===== config.mk =====
export PLATFORM = sky130hd
export DESIGN_NAME = rc_pulse_width_to_duty_core
export DESIGN_NICKNAME = d
export VERILOG_FILES = /design/src/rpwd_pkg.sv /design/src/rpwd_scaler.sv /design/src/rc_pulse_width_to_duty_core.sv
export SDC_FILE = /design/constraint.sdc
export NUM_CORES = 1
export LEC_CHECK = 0
export ABC_CLOCK_PERIOD_IN_PS = 10100
export BUFFER_PORTS_ARGS = -buffer_cell sky130_fd_sc_hd__buf_2
export CORE_UTILIZATION = 45
export DETAILED_ROUTE_END_ITERATION = 12
export PLACE_DENSITY = 0.67
export RECOVER_POWER = 100
export SYNTH_ARGS = -nofsm -noshare
export SYNTH_HDL_FRONTEND = slang
export SYNTH_SLANG_ARGS = --single-unit
export TNS_END_PERCENT = 20

===== constraint.sdc =====
create_clock -name clk -period 10.1 [get_ports clk]
set_input_delay 2.525 -clock clk [delete_from_list [all_inputs] [get_ports clk]]
set_output_delay 2.525 -clock clk [all_outputs]
set_load 0.02 [all_outputs]

===== src/rpwd_pkg.sv =====
package rpwd_pkg;

  localparam int STEP_W = 3;
  localparam int DUTY_W = 8;
  localparam int TICK_W = 16;
  localparam int DIV_CNT_W = 3;
  localparam logic [DIV_CNT_W-1:0] DIV_LAST = 3'd7;

  localparam logic [1:0] REG_TICKS_LOW  = 2'd0;
  localparam logic [1:0] REG_TICKS_HIGH = 2'd1;
  localparam logic [1:0] REG_DUTY_TOP   = 2'd2;

  localparam logic [TICK_W-1:0] TICKS_LOW_RST  = 16'd1000;
  localparam logic [TICK_W-1:0] TICKS_HIGH_RST = 16'd2000;
  localparam logic [DUTY_W-1:0] DUTY_TOP_RST   = 8'd255;

  localparam logic [STEP_W-1:0] S_WAIT  = 3'd0;
  localparam logic [STEP_W-1:0] S_CLAMP = 3'd1;
  localparam logic [STEP_W-1:0] S_MUL   = 3'd2;
  localparam logic [STEP_W-1:0] S_DIV   = 3'd3;
  localparam logic [STEP_W-1:0] S_EMIT  = 3'd4;
  localparam logic [STEP_W-1:0] S_RET   = 3'd5;
  localparam logic [STEP_W-1:0] S_ZERO  = 3'd6;

  typedef enum logic [2:0] {
    OP_NOP,
    OP_CLAMP,
    OP_MUL,
    OP_DIV,
    OP_EMIT,
    OP_ZERO
  } op_t;

  typedef enum logic [2:0] {
    C_NEVER,
    C_ALWAYS,
    C_NO_START,
    C_BAD_BOUNDS,
    C_DIV_MORE,
    C_OUT_BUSY
  } cond_t;

  typedef struct packed {
    op_t               op;
    cond_t             cond;
    logic [STEP_W-1:0] target;
  } uword_t;

  typedef struct packed {
    logic start;
    logic slot_free;
  } scl_ctl_t;

  typedef struct packed {
    logic busy;
    logic emit;
  } scl_stat_t;

  function automatic uword_t ucode(logic [STEP_W-1:0] step);
    uword_t w;
    case (step)
      S_WAIT:  w = '{op: OP_NOP,   cond: C_NO_START,   target: S_WAIT};
      S_CLAMP: w = '{op: OP_CLAMP, cond: C_BAD_BOUNDS, target: S_ZERO};
      S_MUL:   w = '{op: OP_MUL,   cond: C_NEVER,      target: S_WAIT};
      S_DIV:   w = '{op: OP_DIV,   cond: C_DIV_MORE,   target: S_DIV};
      S_EMIT:  w = '{op: OP_EMIT,  cond: C_OUT_BUSY,   target: S_EMIT};
      S_RET:   w = '{op: OP_NOP,   cond: C_ALWAYS,     target: S_WAIT};
      S_ZERO:  w = '{op: OP_ZERO,  cond: C_ALWAYS,     target: S_EMIT};
      default: w = '{op: OP_NOP,   cond: C_ALWAYS,     target: S_WAIT};
    endcase
    return w;
  endfunction

endpackage


===== src/rpwd_scaler.sv =====
module rpwd_scaler #(
  parameter int W_WIDTH = 16
) (
  input  logic                             clk,
  input  logic                             rst,
  input  rpwd_pkg::scl_ctl_t               ctl,
  input  logic [W_WIDTH-1:0]               width,
  input  logic [rpwd_pkg::TICK_W-1:0]      ticks_low,
  input  logic [rpwd_pkg::TICK_W-1:0]      ticks_high,
  input  logic [rpwd_pkg::DUTY_W-1:0]      duty_top,
  output rpwd_pkg::scl_stat_t              stat,
  output logic [rpwd_pkg::DUTY_W-1:0]      duty
);

  logic [rpwd_pkg::STEP_W-1:0]    step;
  logic [rpwd_pkg::STEP_W-1:0]    step_next;
  rpwd_pkg::uword_t               uw;
  logic                           hit;
  logic                           bad;
  logic [rpwd_pkg::TICK_W-1:0]    off;
  logic [rpwd_pkg::TICK_W-1:0]    span;
  logic [rpwd_pkg::TICK_W-1:0]    rem;
  logic [rpwd_pkg::DUTY_W-1:0]    dq;
  logic [rpwd_pkg::DIV_CNT_W-1:0] cnt;
  logic [rpwd_pkg::TICK_W-1:0]    wc;
  logic [rpwd_pkg::TICK_W+rpwd_pkg::DUTY_W-1:0] prod;
  logic [rpwd_pkg::TICK_W:0]      trial;
  logic [rpwd_pkg::TICK_W:0]      diff;
  logic                           ge;

  assign uw  = rpwd_pkg::ucode(step);
  assign bad = ticks_high <= ticks_low;

  always_comb begin
    if (width > W_WIDTH'(ticks_high)) begin
      wc = ticks_high;
    end else if (width < W_WIDTH'(ticks_low)) begin
      wc = ticks_low;
    end else begin
      wc = width[rpwd_pkg::TICK_W-1:0];
    end
  end

  assign prod  = {{rpwd_pkg::DUTY_W{1'b0}}, off} * {{rpwd_pkg::TICK_W{1'b0}}, duty_top};
  assign trial = {rem, dq[rpwd_pkg::DUTY_W-1]};
  assign diff  = trial - {1'b0, span};
  assign ge    = trial >= {1'b0, span};

  always_comb begin
    case (uw.cond)
      rpwd_pkg::C_NEVER:      hit = 1'b0;
      rpwd_pkg::C_ALWAYS:     hit = 1'b1;
      rpwd_pkg::C_NO_START:   hit = !ctl.start;
      rpwd_pkg::C_BAD_BOUNDS: hit = bad;
      rpwd_pkg::C_DIV_MORE:   hit = cnt != rpwd_pkg::DIV_LAST;
      rpwd_pkg::C_OUT_BUSY:   hit = !ctl.slot_free;
      default:                hit = 1'b0;
    endcase
  end

  assign step_next = hit ? uw.target : step + rpwd_pkg::STEP_W'(1);

  always_ff @(posedge clk) begin
    if (rst) begin
      step <= rpwd_pkg::S_WAIT;
    end else begin
      step <= step_next;
    end
  end

  always_ff @(posedge clk) begin
    case (uw.op)
      rpwd_pkg::OP_CLAMP: begin
        off  <= wc - ticks_low;
        span <= ticks_high - ticks_low;
      end
      rpwd_pkg::OP_MUL: begin
        rem <= prod[rpwd_pkg::TICK_W+rpwd_pkg::DUTY_W-1:rpwd_pkg::DUTY_W];
        dq  <= prod[rpwd_pkg::DUTY_W-1:0];
        cnt <= '0;
      end
      rpwd_pkg::OP_DIV: begin
        rem <= ge ? diff[rpwd_pkg::TICK_W-1:0] : trial[rpwd_pkg::TICK_W-1:0];
        dq  <= {dq[rpwd_pkg::DUTY_W-2:0], ge};
        cnt <= cnt + rpwd_pkg::DIV_CNT_W'(1);
      end
      rpwd_pkg::OP_ZERO: begin
        dq <= '0;
      end
      default: begin
      end
    endcase
  end

  assign stat.busy = step != rpwd_pkg::S_WAIT;
  assign stat.emit = (uw.op == rpwd_pkg::OP_EMIT) && ctl.slot_free;
  assign duty      = dq;

endmodule


===== src/rc_pulse_width_to_duty_core.sv =====
// RC servo pulse width decoder.
// Input channel (in_valid/in_ready, pin_level): one word per timer tick with the
// sampled pin level. The first rising edge arms the block; each rising edge restarts
// a saturating tick counter and each falling edge ends the pulse.
// Output channel (out_valid/out_ready, duty, pulse_ticks): one word per pulse, the
// raw width saturated to 16 bits and the width clamped to the bounds and scaled.
// Config channel (cfg_valid/cfg_ready, cfg_index, cfg_data): ticks_low, ticks_high,
// duty_top; write only while idle. Always ready.
// Throughput: ticks that end no pulse go at one word per cycle while the scaler is
// idle. A falling edge hands the width to a microcoded scaler (clamp, one 16x8
// multiply, eight restoring divide steps, emit, return); in_ready is low while it
// runs. With ticks_high not above ticks_low the path is clamp, zero, emit, return.
// Stall: a held result sits in the output register; the scaler waits at its emit
// step while the register is full, so in_ready stays low until the word moves.
// Reset: registers return to 1000/2000/255, the block is disarmed, pin history low.
module rc_pulse_width_to_duty_core #(
  parameter int COUNT_WIDTH = 16
) (
  input  logic                            clk,
  input  logic                            rst,
  input  logic                            cfg_valid,
  output logic                            cfg_ready,
  input  logic [1:0]                      cfg_index,
  input  logic [rpwd_pkg::TICK_W-1:0]     cfg_data,
  input  logic                            in_valid,
  output logic                            in_ready,
  input  logic                            pin_level,
  output logic                            out_valid,
  input  logic                            out_ready,
  output logic [rpwd_pkg::DUTY_W-1:0]     duty,
  output logic [rpwd_pkg::TICK_W-1:0]     pulse_ticks
);

  localparam int WW = (COUNT_WIDTH > rpwd_pkg::TICK_W) ? COUNT_WIDTH : rpwd_pkg::TICK_W;

  logic [rpwd_pkg::TICK_W-1:0] ticks_low;
  logic [rpwd_pkg::TICK_W-1:0] ticks_high;
  logic [rpwd_pkg::DUTY_W-1:0] duty_top;
  logic                        last_level;
  logic                        armed;
  logic                        counting;
  logic [COUNT_WIDTH-1:0]      width_count;
  logic [WW-1:0]               w_ext;
  logic [rpwd_pkg::TICK_W-1:0] ticks_sat;
  logic [rpwd_pkg::DUTY_W-1:0] scl_duty;
  logic                        in_fire;
  logic                        rise;
  logic                        fall;
  rpwd_pkg::scl_ctl_t          ctl;
  rpwd_pkg::scl_stat_t         stat;

  assign cfg_ready = 1'b1;
  assign in_fire   = in_valid && in_ready;
  assign rise      = pin_level && !last_level;
  assign fall      = !pin_level && last_level;
  assign in_ready  = !stat.busy;

  assign ctl.start     = in_fire && fall && armed && counting;
  assign ctl.slot_free = !out_valid || out_ready;

  assign w_ext     = WW'(width_count);
  assign ticks_sat = (w_ext > WW'({rpwd_pkg::TICK_W{1'b1}})) ?
                     {rpwd_pkg::TICK_W{1'b1}} : w_ext[rpwd_pkg::TICK_W-1:0];

  always_ff @(posedge clk) begin
    if (rst) begin
      ticks_low  <= rpwd_pkg::TICKS_LOW_RST;
      ticks_high <= rpwd_pkg::TICKS_HIGH_RST;
      duty_top   <= rpwd_pkg::DUTY_TOP_RST;
    end else if (cfg_valid && cfg_ready) begin
      case (cfg_index)
        rpwd_pkg::REG_TICKS_LOW:  ticks_low  <= cfg_data;
        rpwd_pkg::REG_TICKS_HIGH: ticks_high <= cfg_data;
        rpwd_pkg::REG_DUTY_TOP:   duty_top   <= cfg_data[rpwd_pkg::DUTY_W-1:0];
        default: begin
        end
      endcase
    end
  end

  always_ff @(posedge clk) begin
    if (rst) begin
      last_level  <= 1'b0;
      armed       <= 1'b0;
      counting    <= 1'b0;
      width_count <= '0;
    end else if (in_fire) begin
      last_level <= pin_level;
      if (rise) begin
        armed       <= 1'b1;
        counting    <= 1'b1;
        width_count <= '0;
      end else begin
        if (counting && !(&width_count)) begin
          width_count <= width_count + COUNT_WIDTH'(1);
        end
        if (fall && armed && counting) begin
          counting <= 1'b0;
        end
      end
    end
  end

  rpwd_scaler #(
    .W_WIDTH(WW)
  ) u_scaler (
    .clk        (clk),
    .rst        (rst),
    .ctl        (ctl),
    .width      (w_ext),
    .ticks_low  (ticks_low),
    .ticks_high (ticks_high),
    .duty_top   (duty_top),
    .stat       (stat),
    .duty       (scl_duty)
  );

  always_ff @(posedge clk) begin
    if (rst) begin
      out_valid <= 1'b0;
    end else if (stat.emit) begin
      out_valid <= 1'b1;
    end else if (out_ready) begin
      out_valid <= 1'b0;
    end
  end

  always_ff @(posedge clk) begin
    if (stat.emit) begin
      duty        <= scl_duty;
      pulse_ticks <= ticks_sat;
    end
  end

endmodule


---- Word-level counts from Yosys, hierarchy flattened ----
Cells that the tools add are included.
storage, ports and cells
  register bits ........................... 146
  bits of input ports ..................... 24
  word-level logic and storage cells ...... 94
operators by class
  add/subtract/negate cells ............... 6
  $mul .................................... 1
  magnitude comparators ................... 5
  equality and inequality tests ........... 18
  mux-type cells .......................... 15
  reductions and logical operators ........ 33
operators with widths
  kind                     count
  $mux W16                 5
  $pmux W9 S6              1
  $sub A16 B16 Y16         3
  $pmux W16 S2             1
  $mul A16 B8 Y24          1
  $pmux W8 S3              1
  $eq A3 B2 Y1 const B     6
  $eq A3 B3 Y1 const B     6
  $ge A17 B16 Y1           1
  $add A16 B1 Y16 const B  1
  $gt A16 B16 Y1           1
  $gt A16 B16 Y1 const B   1
  $le A16 B16 Y1           1
  $lt A16 B16 Y1           1
  $reduce_and A16 Y1       1
  $reduce_and A2 Y1        6
  $logic_and A1 B1 Y1      10
  $eq A3 B1 Y1 const B     3
  $reduce_bool A2 Y1       4
  $logic_not A1 Y1         7
  $add A3 B1 Y3 const B    2
  $pmux W3 S2              1
  $reduce_bool A3 Y1       2
  $pmux W1 S5              1
  other kinds (8)          11

---- Depth between registers and ports, before layout ----
  depth in word-level cells ............... 9
  mapped depth ............................ 22
  gate-level depth less buffers ........... 21

---- Modules after synthesis ----
A second synthesis with hierarchy kept.
unflattened totals
  cells, all modules ...................... 1435
  area total of the unflattened synthesis .. 13334.0 um2
by module, submodules not included
  module                       instances  cells an instance  area an instance (um2)  seq. area each (um2)
  rpwd_scaler                  1          1107               10099.7                 1831.8
  rc_pulse_width_to_duty_core  1          328                3234.4                  1921.8

---- Worst setup path after synthesis ----
No wires, ideal clock.
  path type ............................... reg2reg
  start point ............................. register u_scaler.off[2] in the netlist's numbering
  end point ............................... register u_scaler.rem[14] in the netlist's numbering, data pin
  library setup time ...................... 0.267 ns
  arrival time ............................ 4.672 ns
  data required time ...................... 9.833 ns
  path slack .............................. 5.162 ns
  cell stages (with the launch flop) ...... 17
  path buffers ............................ 0
  period minus slack after synthesis ...... 4.938 ns
  cell sequence ........................... edfxtp_1 -> and2_1 -> fa_1 -> fa_1 -> fa_1 -> inv_1 -> fa_1 -> inv_1 -> ha_1 -> a21o_1 -> a2111oi_2 -> nand3_1 -> a311oi_2 -> nor3_1 -> or4_1 -> nand2_1 -> a221oi_1
on the way
  word-level cells in the longest chain between the ends .. 2
RTL lines
  item                    RTL line           source
  start, declared         rpwd_scaler.sv:20  logic [rpwd_pkg::TICK_W-1:0] off;
  start signal, assigned  rpwd_scaler.sv:74  off <= wc - ticks_low;
  $mul A16 B8 Y24         rpwd_scaler.sv:44  assign prod = {{rpwd_pkg::DUTY_W{1'b0}}, off} * {{rpwd_pkg::TICK_W{1'b0}}, duty_top};
  $pmux W16 S2            rpwd_scaler.sv:72  case (uw.op)
  end signal, assigned    rpwd_scaler.sv:78  rem <= prod[rpwd_pkg::TICK_W+rpwd_pkg::DUTY_W-1:rpwd_pkg::DUTY_W];
  end signal, assigned    rpwd_scaler.sv:83  rem <= ge ? diff[rpwd_pkg::TICK_W-1:0] : trial[rpwd_pkg::TICK_W-1:0];
  end, declared           rpwd_scaler.sv:22  logic [rpwd_pkg::TICK_W-1:0] rem;
No other way between the ends.
A chain may end at the register's enable or synchronous reset.

---- Final worst setup path ----
  start point ............................. register duty_top[6] in the netlist's numbering
  end point ............................... register u_scaler.rem[14] in the netlist's numbering, data pin
on the way
  word-level cells in the longest chain between the ends .. 2
RTL lines
  item                    RTL line                           source
  start, declared         rc_pulse_width_to_duty_core.sv:38  logic [rpwd_pkg::DUTY_W-1:0] duty_top;
  start signal, assigned  rc_pulse_width_to_duty_core.sv:69  duty_top <= rpwd_pkg::DUTY_TOP_RST;
  start signal, assigned  rc_pulse_width_to_duty_core.sv:74  rpwd_pkg::REG_DUTY_TOP: duty_top <= cfg_data[rpwd_pkg::DUTY_W-1:0];
  $mul A16 B8 Y24         rpwd_scaler.sv:44
  $pmux W16 S2            rpwd_scaler.sv:72
No other way between the ends.

==> results.json <==
{
  "drt-initial-drc-count": 551,
  "critPathMaxFanout": 17,
  "cts_tree": "done",
  "post-route-period-util_pct": 58.3,
  "fin_setup_tns_ns": 0,
  "cp-start-kind": "flip-flop",
  "syn_area_sq_mm": 0.0130,
  "ant_nets": 0,
  "cts_resized": 0,
  "layout-drive-gt1-share_pct": 5.06,
  "synth_edf_count": 83,
  "n_antenna_cell": 0,
  "ios": 51,
  "final_common_cell": "inv_1",
  "antenna_found_initial": 0,
  "fmax_mhz": 170,
  "run_status": "finished with violations",
  "clkTransAtPathRegs_ns": 0.07,
  "synthArstFlopShare_pct": 0,
  "cts.sinks": 146,
  "grt_usage_pct": 22.5,
  "viasPerCell": 5.45,
  "clk_latency_ns": 0.44,
  "min_path_type": "reg2reg",
  "path_class": "reg2reg",
  "rows": 61,
  "ys_seq_area_share_pct": 28.9,
  "core-area_sq_mm": 0.0281,
  "die_x_um": 172,
  "post_cts_buffers": 0,
  "clock_path_buffers": 2,
  "vias": 10041,
  "routedWlPerCell_um": 17.1,
  "grt.overflow.total": 0,
  "synth_seq_cells": 146,
  "grt_pass1_wl_um": 51400,
  "grt_pass1_vias": 10004,
  "drt_wl_total_um": 31600,
  "finalCriticalPeriod_ns": 5.88,
  "root_buffer": "clkbuf_16",
  "grt_start_max_net_pins": 51,
  "cp-end-kind": "flip-flop",
  "cts_hold_buffers": 0,
  "final_cell_mix": "inv_1, nand2_1, ha_1, and2_1, fa_1",
  "die-height_um": 172,
  "synth_flop_cell": "edfxtp_1",
  "cts-buffers-inserted": 17,
  "yosysWarnings": 0,
  "crit_arrival_ns": 6.02,
  "drc": 0,
  "setup_viol": 0,
  "h-tree-depth": 4,
  "die_area_sq_mm": 0.0295,
  "place_hpwl_um": 24800,
  "fin_nets": 1692,
  "worst_slew_pin_slew_ns": 2.32,
  "start_util_pct": 46.2,
  "synth.distinct_cells": 74,
  "skew_ns": 0.0171,
  "drtPass1Iterations": 5,
  "required_ns": 10.23,
  "syn_area_per_cell_sq_um": 9.18,
  "finalHoldViolCount": 0,
  "port_buffers": 49,
  "syn-num-nets": 1654,
  "syn_inst": 1412,
  "violations": "capacitance limit, slew limit",
  "maxSlewHeadroom_pct": -55.0,
  "syn_to_final_growth_pct": 8.81,
  "rsz0062_at_grt": "false",
  "maxSlewViolCount": 129,
  "place.gp.congestion": 0.866,
  "drv_cap": 4
}
## routing by layer
layer / vias up / track usage (%) / routed length [um]
met5: - / 0 / 0
met4: 0 / 6.85 / 676
met3: 49 / 2.92 / 1060
met2: 235 / 38.4 / 15200
met1: 4868 / 29.6 / 14600
li1: 4889 / - / -
## cells in the mapped netlist, drive strengths merged (12+ instances only)
cell    instances  share of area, %
fa             87                13
and2          111               5.4
a21o           27               1.6
a211o          14              0.95
o21ai          55               2.1
dfxtp          63               9.7
a21oi          86               3.3
nand4          19              0.96
mux2i          30               2.3
ha            131                13
nor3           30               1.2
nor2b          15              0.78
clkbuf         24              0.69
inv           176               5.1
nand2         150               4.3
xnor2          27               1.8
nand3          18              0.69
edfxtp         83                19
nand3b         12              0.69
xor2           29               2.0
nor2           74               2.1
## path summary, 6_finish.rpt
check / startpoint / end / slack [ns] / depth (start not counted)
worst max register to register: duty_top[6]$_SDFFE_PP1P_ / u_scaler.rem[14]$_DFFE_PP_ / 4.22 / 16
worst max-delay path: duty_top[6]$_SDFFE_PP1P_ / u_scaler.rem[14]$_DFFE_PP_ / 4.22 / 16
worst min register to register: armed$_SDFFE_PP0P_ / armed$_SDFFE_PP0P_ / 0.47 / 2
worst min-delay path: armed$_SDFFE_PP0P_ / armed$_SDFFE_PP0P_ / 0.47 / 2
## final cells by class
cell class	instances	area [sq um]
Clock inverter	12	110
Tap cell	378	473
Sequential cell	146	3750
Multi-Input combinational cell	1055	8390
Timing Repair Buffer	54	235
Inverter	176	661
Clock buffer	20	489
Fill cell	2667	14000
## sequential cells by signal, indices dropped and copies added (netlist names)
| register | cells |
|---|---|
| armed | 1 |
| last_level | 1 |
| u_scaler.off | 16 |
| u_scaler.step | 3 |
| out_valid | 1 |
| u_scaler.rem | 16 |
| ticks_low | 16 |
| u_scaler.duty | 8 |
| ticks_high | 16 |
| w_ext | 16 |
| u_scaler.span | 16 |
| u_scaler.cnt | 3 |
| duty_top | 8 |
| counting | 1 |
| duty | 8 |
| pulse_ticks | 16 |
## cell families after synthesis
family,share of synthesized area [%]
AOI/OAI and AO/OA,13.4
xor gates and xnor gates,3.78
adders and majority gates,26.1
buffers and inverters,6.37
DFF,28.9
muxes,2.49
other,0.0289
and+or+nand+nor,18.9
## per-stage QoR
step | setup slack [ns] | hold WS [ns] | instances | utilization [%] | instance area [sq um]
floorplan | 5.16 | 0.426 | 1412 | - | 13000
global route | 3.99 | 0.501 | 1841 | 50.2 | 14100
global placement | 4.68 | 0.451 | 1809 | 48.4 | 13600
CTS | 4.56 | 0.473 | 1841 | 50.5 | 14200
detailed placement | 4.58 | 0.453 | 1809 | 48.4 | 13600
finish | 4.22 | 0.469 | 1841 | 50.2 | 14100
## worst max-delay path, cell delays in order, from the launching register on
cell and delay [ns]:
dfxtp_1 0.65, and2_0 0.24, fa_1 0.46, fa_1 0.52, fa_1 0.54, inv_1 0.05, fa_1 0.53, inv_1 0.04
ha_1 0.37, a21o_1 0.20, a2111oi_0 0.47, nand3_1 0.23, a311oi_1 0.56, nor3_1 0.12, or4_1 0.43, nand2_1 0.09
a221oi_1 0.05
Power is not shown: default switching activity piles up to over one toggle a cycle in this logic, so the estimate is an artifact.
